`src/hdl/expl_pkg.sv`:
```
package expl_pkg;

  localparam int NUMBER_BITS = 32;
  localparam int TOKEN_BITS  = 32;
  localparam int KW_LEN      = 5;

  // result queue
  localparam int Q_DEPTH = 4;
  localparam int Q_PTR_W = $clog2(Q_DEPTH);
  localparam int Q_CNT_W = $clog2(Q_DEPTH + 1);

  localparam logic [7:0] CH_ZERO   = 8'h30;
  localparam logic [7:0] CH_QUOTE  = 8'h22;
  localparam logic [7:0] CH_PLUS   = 8'h2b;
  localparam logic [7:0] CH_MINUS  = 8'h2d;
  localparam logic [7:0] CH_STAR   = 8'h2a;
  localparam logic [7:0] CH_SLASH  = 8'h2f;
  localparam logic [7:0] CH_LPAREN = 8'h28;
  localparam logic [7:0] CH_RPAREN = 8'h29;
  localparam logic [7:0] CH_EQUAL  = 8'h3d;
  localparam logic [7:0] CH_NUL    = 8'h00;

  typedef enum logic [3:0] {
    TK_NUMBER = 4'd0,
    TK_IDENT  = 4'd1,
    TK_PRINT  = 4'd2,
    TK_SCHAR  = 4'd3,
    TK_SEND   = 4'd4,
    TK_PLUS   = 4'd5,
    TK_MINUS  = 4'd6,
    TK_MUL    = 4'd7,
    TK_DIV    = 4'd8,
    TK_LPAREN = 4'd9,
    TK_RPAREN = 4'd10,
    TK_ASSIGN = 4'd11,
    TK_END    = 4'd12,
    TK_ERROR  = 4'd13
  } tok_kind_t;

  typedef enum logic [2:0] {
    MODE_IDLE = 3'd0,
    MODE_NUM  = 3'd1,
    MODE_WORD = 3'd2,
    MODE_STR  = 3'd3,
    MODE_ERR  = 3'd4
  } lex_mode_t;

  typedef struct packed {
    logic [7:0] char_byte;
    logic       end_of_text;
  } in_item_t;

  typedef struct packed {
    tok_kind_t               token_kind;
    logic [TOKEN_BITS-1:0]   token_value;
    logic                    last_of_run;
  } out_item_t;

  // results of one accepted item, handed to the result queue
  typedef struct packed {
    logic [1:0] cnt;
    out_item_t  r0;
    out_item_t  r1;
  } res_pair_t;

  function automatic logic is_digit(logic [7:0] c);
    return (c >= 8'h30) && (c <= 8'h39);
  endfunction

  function automatic logic is_alpha(logic [7:0] c);
    return ((c >= 8'h61) && (c <= 8'h7a)) || ((c >= 8'h41) && (c <= 8'h5a));
  endfunction

  function automatic logic is_space(logic [7:0] c);
    return (c == 8'h20) || ((c >= 8'h09) && (c <= 8'h0d));
  endfunction

  function automatic logic [7:0] kw_char(logic [2:0] pos);
    logic [7:0] ch;
    case (pos)
      3'd0:    ch = 8'h70;  // p
      3'd1:    ch = 8'h72;  // r
      3'd2:    ch = 8'h69;  // i
      3'd3:    ch = 8'h6e;  // n
      3'd4:    ch = 8'h74;  // t
      default: ch = CH_NUL;
    endcase
    return ch;
  endfunction

  // single-byte operator lookup; anything else maps to error
  function automatic tok_kind_t op_kind(logic [7:0] c);
    tok_kind_t k;
    case (c)
      CH_PLUS:   k = TK_PLUS;
      CH_MINUS:  k = TK_MINUS;
      CH_STAR:   k = TK_MUL;
      CH_SLASH:  k = TK_DIV;
      CH_LPAREN: k = TK_LPAREN;
      CH_RPAREN: k = TK_RPAREN;
      CH_EQUAL:  k = TK_ASSIGN;
      default:   k = TK_ERROR;
    endcase
    return k;
  endfunction

endpackage

```
`src/hdl/expl_core.sv`:
```
module expl_core import expl_pkg::*; (
  input  logic      clk,
  input  logic      rst_n,
  input  logic      in_acc,
  input  in_item_t  in_item,
  output res_pair_t res
);

  lex_mode_t              mode_r, mode_nxt;
  logic [NUMBER_BITS-1:0] acc_r, acc_nxt;
  logic [2:0]             kpos_r, kpos_nxt;
  logic                   kmatch_r, kmatch_nxt;

  logic [7:0]       c;
  logic             eot;
  logic             first_v, second_v, go_idle;
  tok_kind_t        first_k, second_k;
  logic [TOKEN_BITS-1:0] first_val;
  logic             id_emit;
  tok_kind_t        id_kind;
  lex_mode_t        id_mode;
  logic             kw_hit;
  tok_kind_t        word_k;
  out_item_t        first_item, second_item;

  assign c   = in_item.char_byte;
  assign eot = in_item.end_of_text;

  assign kw_hit = kmatch_r && (kpos_r < 3'(KW_LEN)) && (c == kw_char(kpos_r));
  assign word_k = (kmatch_r && (kpos_r == 3'(KW_LEN))) ? TK_PRINT : TK_IDENT;

  // what a byte does when lexed from the idle mode
  always_comb begin
    id_emit = 1'b0;
    id_kind = TK_ERROR;
    id_mode = MODE_IDLE;
    if (is_space(c)) begin
      id_mode = MODE_IDLE;
    end else if (is_digit(c)) begin
      id_mode = MODE_NUM;
    end else if (is_alpha(c)) begin
      id_mode = MODE_WORD;
    end else if (c == CH_QUOTE) begin
      id_mode = MODE_STR;
    end else begin
      id_emit = 1'b1;
      id_kind = op_kind(c);
      id_mode = (id_kind == TK_ERROR) ? MODE_ERR : MODE_IDLE;
    end
  end

  always_comb begin
    mode_nxt   = mode_r;
    acc_nxt    = acc_r;
    kpos_nxt   = kpos_r;
    kmatch_nxt = kmatch_r;
    first_v    = 1'b0;
    first_k    = TK_END;
    first_val  = '0;
    second_v   = 1'b0;
    second_k   = TK_END;
    go_idle    = 1'b0;

    if (eot) begin
      case (mode_r)
        MODE_NUM: begin
          first_v   = 1'b1;
          first_k   = TK_NUMBER;
          first_val = TOKEN_BITS'(acc_r);
        end
        MODE_WORD: begin
          first_v = 1'b1;
          first_k = word_k;
        end
        MODE_STR: begin
          first_v = 1'b1;
          first_k = TK_SEND;
        end
        default: first_v = 1'b0;
      endcase
      second_v   = 1'b1;
      second_k   = TK_END;
      mode_nxt   = MODE_IDLE;
      acc_nxt    = '0;
      kpos_nxt   = '0;
      kmatch_nxt = 1'b1;
    end else begin
      case (mode_r)
        MODE_ERR: mode_nxt = MODE_ERR;
        MODE_NUM: begin
          if (is_digit(c)) begin
            acc_nxt = (acc_r << 3) + (acc_r << 1) + NUMBER_BITS'(c[3:0]);
          end else begin
            first_v   = 1'b1;
            first_k   = TK_NUMBER;
            first_val = TOKEN_BITS'(acc_r);
            acc_nxt   = '0;
            go_idle   = 1'b1;
          end
        end
        MODE_WORD: begin
          if (is_alpha(c) || is_digit(c)) begin
            if (kw_hit) begin
              kpos_nxt = kpos_r + 3'd1;
            end else begin
              kmatch_nxt = 1'b0;
            end
          end else begin
            first_v    = 1'b1;
            first_k    = word_k;
            kpos_nxt   = '0;
            kmatch_nxt = 1'b1;
            go_idle    = 1'b1;
          end
        end
        MODE_STR: begin
          first_v = 1'b1;
          if (c == CH_QUOTE) begin
            first_k  = TK_SEND;
            mode_nxt = MODE_IDLE;
          end else if (c == CH_NUL) begin
            // abandon the string, no string_end
            first_k  = TK_ERROR;
            mode_nxt = MODE_ERR;
          end else begin
            first_k   = TK_SCHAR;
            first_val = TOKEN_BITS'(c);
          end
        end
        default: go_idle = 1'b1;
      endcase

      if (go_idle) begin
        mode_nxt = id_mode;
        second_v = id_emit;
        second_k = id_kind;
        if (is_digit(c)) begin
          acc_nxt = NUMBER_BITS'(c[3:0]);
        end
        if (is_alpha(c)) begin
          kmatch_nxt = (c == kw_char(3'd0));
          kpos_nxt   = (c == kw_char(3'd0)) ? 3'd1 : 3'd0;
        end
      end
    end
  end

  always_comb begin
    first_item.token_kind   = first_k;
    first_item.token_value  = first_val;
    first_item.last_of_run  = !second_v;
    second_item.token_kind  = second_k;
    second_item.token_value = '0;
    second_item.last_of_run = 1'b1;

    res.cnt = 2'(first_v) + 2'(second_v);
    res.r0  = first_v ? first_item : second_item;
    res.r1  = second_item;
    if (!in_acc) begin
      res.cnt = 2'd0;
    end
  end

  always_ff @(posedge clk) begin
    if (!rst_n) begin
      mode_r   <= MODE_IDLE;
      acc_r    <= '0;
      kpos_r   <= '0;
      kmatch_r <= 1'b1;
    end else if (in_acc) begin
      mode_r   <= mode_nxt;
      acc_r    <= acc_nxt;
      kpos_r   <= kpos_nxt;
      kmatch_r <= kmatch_nxt;
    end
  end

  a_eot_resets: assert property (@(posedge clk) disable iff (!rst_n)
    in_acc && eot |=> mode_r == MODE_IDLE && acc_r == '0 && kmatch_r)
    else $error("end item did not return lexer to reset state");

  a_err_silent: assert property (@(posedge clk) disable iff (!rst_n)
    in_acc && !eot && mode_r == MODE_ERR |-> res.cnt == 2'd0)
    else $error("result emitted in error mode");

  a_kw_bound: assert property (@(posedge clk) disable iff (!rst_n)
    kpos_r <= 3'(KW_LEN))
    else $error("keyword position out of range");

endmodule

```
`src/hdl/expl_queue.sv`:
```
module expl_queue import expl_pkg::*; (
  input  logic      clk,
  input  logic      rst_n,
  input  res_pair_t res,
  output logic      in_stall,
  output logic      out_valid,
  input  logic      out_stall,
  output out_item_t out_item
);

  out_item_t          q_mem [Q_DEPTH];
  logic [Q_PTR_W-1:0] wr_ptr_r, wr_ptr_nxt;
  logic [Q_PTR_W-1:0] rd_ptr_r, rd_ptr_nxt;
  logic [Q_CNT_W-1:0] count_r, count_nxt;
  logic               pop;

  // keep room for the two results one item can make
  assign in_stall  = (count_r > Q_CNT_W'(Q_DEPTH - 2));
  assign out_valid = (count_r != '0);
  assign out_item  = q_mem[rd_ptr_r];
  assign pop       = out_valid && !out_stall;

  always_comb begin
    wr_ptr_nxt = wr_ptr_r + Q_PTR_W'(res.cnt);
    rd_ptr_nxt = rd_ptr_r + Q_PTR_W'(pop);
    count_nxt  = count_r + Q_CNT_W'(res.cnt) - Q_CNT_W'(pop);
  end

  always_ff @(posedge clk) begin
    if (res.cnt != 2'd0) begin
      q_mem[wr_ptr_r] <= res.r0;
    end
    if (res.cnt == 2'd2) begin
      q_mem[wr_ptr_r + Q_PTR_W'(1)] <= res.r1;
    end
  end

  always_ff @(posedge clk) begin
    if (!rst_n) begin
      wr_ptr_r <= '0;
      rd_ptr_r <= '0;
      count_r  <= '0;
    end else begin
      wr_ptr_r <= wr_ptr_nxt;
      rd_ptr_r <= rd_ptr_nxt;
      count_r  <= count_nxt;
    end
  end

  a_no_overflow: assert property (@(posedge clk) disable iff (!rst_n)
    count_r <= Q_CNT_W'(Q_DEPTH))
    else $error("result queue overflow");

  a_ptr_track: assert property (@(posedge clk) disable iff (!rst_n)
    Q_PTR_W'(wr_ptr_r - rd_ptr_r) == Q_PTR_W'(count_r))
    else $error("queue pointers disagree with count");

  a_push_room: assert property (@(posedge clk) disable iff (!rst_n)
    res.cnt != 2'd0 |-> count_r + Q_CNT_W'(res.cnt) - Q_CNT_W'(pop)
                        <= Q_CNT_W'(Q_DEPTH))
    else $error("push into full queue");

endmodule

```
`src/hdl/expression_lexer.sv`:
```
// channel   handshake               payload
// -------   ---------------------   -------------------------------------
// input     in_valid / in_stall     in_item  : char_byte, end_of_text
// result    out_valid / out_stall   out_item : token_kind, token_value,
//                                              last_of_run
//
// Each item is lexed in the cycle it is accepted; its results land in a
// four-entry result queue and appear at out_item in the next cycle at the earliest.
// One item per cycle while items make at most one result and out_stall stays low;
// the results of an item making two leave one at a time through the single result port.
// in_stall is high while the queue holds more than two results.
// Reset (rst_n low, synchronous) returns the lexer to idle and empties the queue.
module expression_lexer import expl_pkg::*; (
  input  logic      clk,
  input  logic      rst_n,
  input  logic      in_valid,
  output logic      in_stall,
  input  in_item_t  in_item,
  output logic      out_valid,
  input  logic      out_stall,
  output out_item_t out_item
);

  logic      in_acc;
  res_pair_t res;

  assign in_acc = in_valid && !in_stall;

  expl_core u_core (
    .clk     (clk),
    .rst_n   (rst_n),
    .in_acc  (in_acc),
    .in_item (in_item),
    .res     (res)
  );

  expl_queue u_queue (
    .clk       (clk),
    .rst_n     (rst_n),
    .res       (res),
    .in_stall  (in_stall),
    .out_valid (out_valid),
    .out_stall (out_stall),
    .out_item  (out_item)
  );

endmodule
```
`config.mk`:
```
export PLATFORM = sky130hd
export DESIGN_NAME = expression_lexer
export DESIGN_NICKNAME = d
export VERILOG_FILES = /design/src/hdl/expl_pkg.sv /design/src/hdl/expl_core.sv /design/src/hdl/expl_queue.sv /design/src/hdl/expression_lexer.sv
export SDC_FILE = /design/constraint.sdc
export NUM_CORES = 1
export LEC_CHECK = 0
export BUFFER_PORTS_ARGS = -buffer_cell sky130_fd_sc_hd__buf_4
export CAP_MARGIN = 5
export CORE_ASPECT_RATIO = 0.6
export CORE_MARGIN = 10
export CORE_UTILIZATION = 55
export CTS_BUF_LIST = sky130_fd_sc_hd__clkbuf_4 sky130_fd_sc_hd__clkbuf_8 sky130_fd_sc_hd__clkbuf_16
export DETAILED_ROUTE_END_ITERATION = 7
export PLACE_DENSITY = 0.73
export SYNTH_ARGS = -nofsm -noshare
export SYNTH_HDL_FRONTEND = slang
export SYNTH_SLANG_ARGS = --single-unit
```
`constraint.sdc`:
```
create_clock -name clk -period 5.85 [get_ports clk]
set_clock_uncertainty 0.05 [all_clocks]
set_input_delay 1.17 -clock clk [delete_from_list [all_inputs] [get_ports clk]]
set_output_delay 1.17 -clock clk [all_outputs]
set_load 0.05 [all_outputs]
```
Word level (Yosys, flattened, before mapping)

Memory sizes are Yosys's and may differ from the RTL's. A register that Yosys moved wholly into a read port is not among the register bits.
Cells that the tools add are included.

Bits in writable memories: 148
Output and inout bits: 39
ROM bits: 0
Bits of input ports: 13
Bits in registers: 46
Latch bits: 0
Memories kept: 1

Muxes and demuxes: 74
Magnitude comparators: 10
Multiply operators: 0
$add $sub $neg: 9
Shifts and indexed selects: 0
Eq/ne operators: 23
Divide/modulo/power cells: 0
Bitwise logic cells: 0
Reduce and logical (&&, ||, !) cells: 23

Memories:

| memory        | depth | bits a word | read ports | clocked after Yosys merged registers in | write ports | RTL line         | RTL |
|---|---|---|---|---|---|---|---|
| u_queue.q_mem | 4     | 37          | 1          | 1                                       | 2           | expl_queue.sv:11 | `out_item_t q_mem [Q_DEPTH];` |

Operators by type and width:

| cell                 | number |
|---|---|
| $mux W32             | 9 |
| $eq A8 B6 Y1 const B | 9 |
| $pmux W32 S2         | 1 |
| $mux W4              | 15 |
| $mux W3              | 15 |
| $mux W37             | 1 |
| $pmux W7 S5          | 1 |
| $add A32 B32 Y32     | 1 |
| $add A32 B4 Y32      | 1 |
| $pmux W4 S7          | 1 |
| $pmux W4 S3          | 2 |
| $mux W1              | 22 |
| $ge A8 B7 Y1 const B | 2 |
| $le A8 B7 Y1 const B | 2 |
| $eq A3 B2 Y1 const B | 4 |
| $eq A3 B3 Y1 const B | 3 |
| $logic_and A1 B1 Y1  | 9 |
| $eq A8 B7 Y1         | 1 |
| $eq A8 B7 Y1 const B | 1 |
| $ge A8 B4 Y1 const B | 1 |
| $ge A8 B6 Y1 const B | 1 |
| $le A8 B4 Y1 const B | 1 |
| $le A8 B6 Y1 const B | 1 |
| $logic_not A8 Y1     | 1 |
| 26 further kinds     | 34 |

Longest topological paths before layout

Gate-level depths: netlist of run 1.

Depth after elaboration: 14
Mapped depth: 17
Gate-level depth less buffers: 14

Hierarchy

Synthesis of run 1 repeated with hierarchy kept, for this count alone.

Cell total of the unflattened synthesis: 1071
Area, all modules: 12479.5 um^2

By module, submodules not included:

| module           | area an instance (um^2) | cells each | instances |
|---|---|---|---|
| expl_queue       | 7538.5                  | 404        | 1 |
| expl_core        | 4927.2                  | 666        | 1 |
| expression_lexer | 13.8                    | 1          | 1 |

Worst setup path before layout of run 1

Ideal clock, no wire load.

Kind: in2reg
Start point: in in_item[1] (netlist name)
End point: mem u_queue.q_mem[2][33] (netlist name) (data pin)
Slack: 1.457 ns
Cell stages on the path: 13
Arrival: 4.069 ns
Setup time: 0.274 ns
Path through: or4_4 -> o221ai_4 -> and2_4 -> nor3_1 -> or3_4 -> clkinv_2 -> ha_1 -> clkbuf_1 -> o21ai_1 -> or2_2 -> clkbuf_1 -> clkbuf_1 -> o22ai_1

RTL lines:

| what        | RTL line               | RTL |
|---|---|---|
| from (decl) | expression_lexer.sv:18 | `input in_item_t in_item,` |
| to (decl)   | expl_queue.sv:11       |  |

==> results of run 1 <==
## path summary, 6_finish.rpt
kind	startpoint	slack, ns	cells after the start	end
worst max-delay path	in_item[2]	1.23	12	u_queue.q_mem[1][15]
worst min-delay path	u_queue.q_mem[3][6]	0.41	2	u_queue.q_mem[3][6]
worst max register to register	u_core.mode_r[1]	1.89	9	u_queue.q_mem[1][15]
worst min register to register	u_queue.q_mem[3][6]	0.41	2	u_queue.q_mem[3][6]
## kinds of logic (layout without fill, tap and decap cells)
group / after synthesis / count (layout)
AND/OR/NAND/NOR: 367 / 367
flip-flops: 194 / 194
buffers and inverters: 104 / 118
adder cells (fa/ha/maj): 75 / 75
XOR/XNOR: 41 / 41
AO/OA/AOI/OAI: 353 / 353
multiplexers: 40 / 40
## placed cells by master (no fill, tap or decap), drive strengths merged, types with 23 or more instances in the layout
cell   instances
dfxtp        178
o21ai        178
nand3        126
nand2         89
ha            72
buf           64
a21oi         53
nor2          44
mux4          37
a22oi         28
inv           28
nor2b         23
xnor2         23
## stage by stage
step	area [sq um]	hold slack, ns	total power [mW]	util (%)
after floorplan	10600	0.370	2.02	-
after global placement	11100	0.384	2.20	58.4
after detailed placement	11100	0.395	2.20	58.4
after CTS	11700	0.416	3.33	61.5
after global routing	11700	0.436	3.46	61.5
final	11700	0.411	3.32	61.5
## where the power goes
part           switching, mW  leakage (nW)  internal, mW
clock                  0.563         0.286         0.579
combinational          0.434          2.60         0.262
sequential            0.0880          1.58          1.39
total                   1.08          4.47          2.23
## worst max-delay path, stage by stage
cell and delay (ns):
buf_4 0.17, or4_4 0.54, o221ai_4 0.22, and2_4 0.22, nor3_1 0.05, or3_4 0.40, clkinv_2 0.09, ha_1 0.21
nand2_1 0.29, or4_1 1.07, nand3_1 0.30, o21ai_0 0.13
## synth_stat cells, drive strengths merged (4+ instances only)
cell type | n | area (sq um)
nand2b | 9 | 56.3
ha | 72 | 901
o22ai | 15 | 93.8
inv | 21 | 78.8
nand4 | 11 | 68.8
nor2 | 44 | 168
a21oi | 53 | 265
a31oi | 9 | 56.3
mux4 | 37 | 833
buf | 23 | 97.6
xor2 | 18 | 158
nor2b | 23 | 144
o22a | 4 | 35.0
nor3 | 13 | 70.1
xnor2 | 23 | 201
o21bai | 6 | 45.0
or3 | 13 | 86.3
nand2 | 89 | 334
a22o | 4 | 35.0
a22oi | 28 | 210
or2 | 6 | 37.5
dfxtp | 178 | 3560
nand3 | 126 | 631
edfxtp | 16 | 480
o21ai | 178 | 895
nor4 | 5 | 37.5
and2 | 14 | 90.1
a21o | 16 | 120
a211oi | 5 | 37.5
clkbuf | 59 | 221
## layout make-up
| cell class | count | area share (%) |
|---|---|---|
| timing repair buffer | 64 | 4.22 |
| multi-input combinational | 876 | 52.8 |
| clock buffer | 18 | 3.76 |
| tap | 246 | 2.64 |
| inverter | 22 | 0.718 |
| sequential | 194 | 34.7 |
| clock inverter | 14 | 1.21 |
## metal layers
metal / up-vias / GRT usage (%)
met1: 4398 / 35.6
met2: 423 / 29.2
met3: 23 / 6.79
met5: - / 0
li1: 4344 / -
met4: 0 / 4.33
## registers in the layout, indices dropped and copies added, names as in the netlist
name and cells:
u_queue.q_mem 148, u_core.acc_r 32, u_core.kpos_r 3, u_core.mode_r 3, u_queue.count_r 3, u_queue.rd_ptr_r 2
u_queue.wr_ptr_r 2, u_core.kmatch_r 1
==> results.yml, run 1 <==
status:
  run_status: "finished, final reports clean"
placement:
  place_inst: 1402
  dp_hpwl_mm: 21.0
  gp_congestion: 0.946
  post-place-ws_ns: 0.835
  io_buffer_count: 51
timing:
  setup_viol: 0
  rsz0062_at_grt: "false"
  layout_min_cycle_time_ns: 4.62
  drv_slew: 0
  hold_viol: 0
  slew_headroom_pct: 17.3
  setup_slack_ns: 1.23
  fmax_mhz: 216
  worstMarginPinSlew_ns: 1.24
  tns_ns: 0
  finalCritPeriodShare_pct: 79.0
yosys:
  synth_cells: 1174
  synth_edf_count: 16
  yosys.area_share.simple_pct: 17.3
  synth_fp_nets: 1262
  synthArstFlopShare_pct: 0
  synth-seq-area-share_pct: 38.1
  ys_types: 71
  synthMuxAreaShare_pct: 8.14
  synth-compound-area-share_pct: 20.2
  ys.warnings.count: 0
  synth_top_flop_cell: "dfxtp_1"
  synth_seq_cells: 194
  synth_top_family_by_area: "compound AO/OA/AOI/OAI gates"
  synth-xor-area-share_pct: 3.39
  synthAdderAreaFrac_pct: 9.06
  avgSynthCellArea_sq_um: 9.03
  syn_area_sq_um: 10600
detailed_routing:
  drtPass1Iterations: 6
  met3_wirelength_mm: 3.13
  routed-via-count: 9188
  final_antenna_net_count: 0
  met1Wirelength_mm: 14.3
  dr_wl_met2_mm: 11.4
  wl_mm: 29.0
  wl_per_cell_um: 20.2
  dr.max_layer_used: "met4"
  drtIter0Drc: 991
  via_per_inst: 6.41
  drc: 0
layout:
  syn_to_final_growth_pct: 10.1
  drive_gt1_share_pct: 13.4
  fin_nets: 1263
  fin_cells: 1434
  diodes: 0
  seq_area_sq_um: 4050
  fill_cells: 1614
  multi_input_area_sq_um: 6160
worst_hold_path:
  hold_path_class: "flop to flop"
critical_path:
  required_ns: 6.11
  crit_path_end_kind: "flop"
  cp-start-kind: "input port"
  crit_arrival_ns: 4.88
  cp_max_fo: 30
  path_class: "input port to flop"
cts:
  cts_root_buf: "clkbuf_16"
  cts_sinks: 194
  cts.repair.resized: 0
  insertion_delay_ns: 0.44
  cts_setup_buffers: 0
  cts_made_buffers: 17
  cts_tree: "done"
  clk_pin_slew_ns: 0.08
  cts_max_level: 4
  cts_hold_buf: 0
  clockBufferDepth: 2
floorplanning:
  start_util_pct: 55.9
  io_pins: 52
  rows: 39
  dieHeight_um: 128
  die_w_um: 199
  die_area_sq_um: 25400
  coreArea_sq_um: 19000
power:
  vdd.ir_drop.worst_mv: 0.219
  power.leakage_nw: 4.47
  power_density_nw_per_um2: 284
global_routing:
  grt_pass1_wl_mm: 46.1
  grt_pass1_vias: 8188
  grt.total_usage_pct: 22.7
  grt_max_degree: 43
  antenna_found_initial: 0
  overflow: 0
flow_run:
  drv_cap: 0
Note: power is estimated with default switching activity, not from simulation.
==> run 2: changes to the inputs <==
Settings changed: PLACE_DENSITY 0.73 to 0.76.
Clock period 5.85 ns to 4 ns, I/O delays scaled along.
==> run 2 against run 1 <==
Die area is the same. Core utilization up 1.8 points. Critical endpoint is now u_queue.q_mem[1][17]. Worst hold slack got worse by 0.011 ns. Sequential power rose by 45%. Register-to-register slack worse by 1.3 ns. Critical path depth rose by 4.
==> results.yml, run 2 (synthesis gave the netlist of run 1 again) <==
status:
  run_status: "finished, final reports clean"
critical_path:
  cp-start-kind: "input port"
  crit_cells: 16
  required_ns: 4.25
  worstRegToRegCells: 12
  cp_max_fo: 29
  slowest_delay_ns: 0.43
  cpMaxStageDelayCell: "or2_2"
  cp_cell_sequence: "buf_4 > buf_4 > o21ai_0 > nand4_1 > and2_4 > nor3_1 > or3_4 > clkinv_2 > ha_1 > buf_4 > o21ai_2 > buf_4 > or2_2 > buf_12 > nand3_1 > o21ai_0"
  cp_num_buf_inv: 6
  critPathTopFamily: "simple AND/OR/NAND/NOR gates"
  path_class: "input port to flop"
  crit_arrival_ns: 3.83
  crit_path_end_kind: "flop"
  cp_common_cell: "buf_4"
timing:
  setup_viol: 0
  hold_viol: 0
  layout_min_cycle_time_ns: 3.58
  slew_headroom_pct: 28.1
  fmax_mhz: 279
  drv_slew: 0
  finalCritPeriodShare_pct: 89.6
  rsz0062_at_grt: "false"
  worstMarginPinSlew_ns: 1.08
placement:
  place_inst: 1432
  dpl_cell_area_sq_um: 11400
  dp_hpwl_mm: 20.4
  io_buffer_count: 51
  gp_congestion: 0.977
layout:
  drive_gt1_share_pct: 15.5
  seq_area_sq_um: 4050
  final_common_cell: "dfxtp_1"
  fill_cells: 1563
  largest_reg_flops: 148
  diodes: 0
  fin_cells: 1464
  fin_nets: 1293
  finalInstanceArea_sq_um: 12000
  regMostFlops: "u_queue.q_mem"
  reg_top3: "u_queue.q_mem (148), u_core.acc_r (32)"
  multi_input_area_sq_um: 6170
  syn_to_final_growth_pct: 13.4
  mostFrequentLayoutCells: "dfxtp_1, o21ai_0, nand3_1"
detailed_routing:
  drc: 0
  wl_per_cell_um: 19.6
  routed-via-count: 9278
  via_per_inst: 6.34
  final_antenna_net_count: 0
  wl_mm: 28.7
  drtPass1Iterations: 5
  drtIter0Drc: 952
flow_run:
  drv_cap: 0
floorplanning:
  coreArea_sq_um: 19000
  start_util_pct: 55.9
  rows: 39
  dieHeight_um: 128
  die_area_sq_um: 25400
  io_pins: 52
  die_w_um: 199
cts:
  cts_max_level: 4
  clockBufferDepth: 2
  cts_sinks: 194
  cts_made_buffers: 17
  clk_pin_slew_ns: 0.07
  cts_tree: "done"
  cts_setup_buffers: 0
  cts_hold_buf: 0
  cts_root_buf: "clkbuf_16"
  cts.repair.resized: 0
  insertion_delay_ns: 0.44
power:
  vdd.ir_drop.worst_mv: 0.240
  power_density_nw_per_um2: 415
  power.leakage_nw: 4.68
global_routing:
  grt_max_degree: 66
  grt_pass1_wl_mm: 45.7
  grt.total_usage_pct: 22.4
  grt_pass1_vias: 8473
  overflow: 0
  antenna_found_initial: 0
worst_hold_path:
  hold_path_class: "flop to flop"
  holdPathStages: 2
-- run 2: area by class of cell --
cell class	instances	share of cell area, %
clock buffer	21	3.94
clock inverter	11	0.947
inverter	22	0.697
multi-input combinational	876	51.3
sequential	194	33.7
tap	246	2.56
timing repair buffer	94	6.91
-- run 2: path summary, 6_finish.rpt --
| kind | from | end | slack (ns) |
|---|---|---|---|
| max | in_item[2] | u_queue.q_mem[1][17] | 0.42 |
| min | u_core.acc_r[31] | u_core.acc_r[31] | 0.40 |
| max reg2reg | u_core.mode_r[1] | u_queue.q_mem[1][17] | 0.54 |
| min reg2reg | u_core.acc_r[31] | u_core.acc_r[31] | 0.40 |
-- run 2: where the power goes --
group          internal [mW]  switching [mW]  total, mW
logic                  0.446           0.697       1.14
clock network          0.930           0.777       1.71
registers               2.04           0.100       2.14
total                   3.41            1.57       4.99
-- run 2: tightest hold or removal path: stages (launching register included) --
cell and delay (ns):
dfxtp_1 0.31, nand2_1 0.05, o21ai_1 0.05
-- run 2: routing by layer --
layer	routed length (um)	GRT usage (%)	up-vias
li1	-	-	4420
met1	13900	33.3	4445
met5	0	0	-
met3	2750	6.14	22
met4	312	7.15	0
met2	11700	30.4	391
-- run 2: metrics by stage --
step	setup WS [ns]	power [mW]	TNS (ns)	hold WS (ns)	util (%)
after detailed placement	0.0384	3.32	0	0.390	60.2
after global placement	0.0531	3.31	0	0.386	60.2
final	0.417	4.99	0	0.399	63.3
after CTS	0.433	5.00	0	0.400	63.3
after global routing	0.183	5.18	0	0.427	63.3
after floorplan	-0.00834	2.96	-0.00834	0.370	-
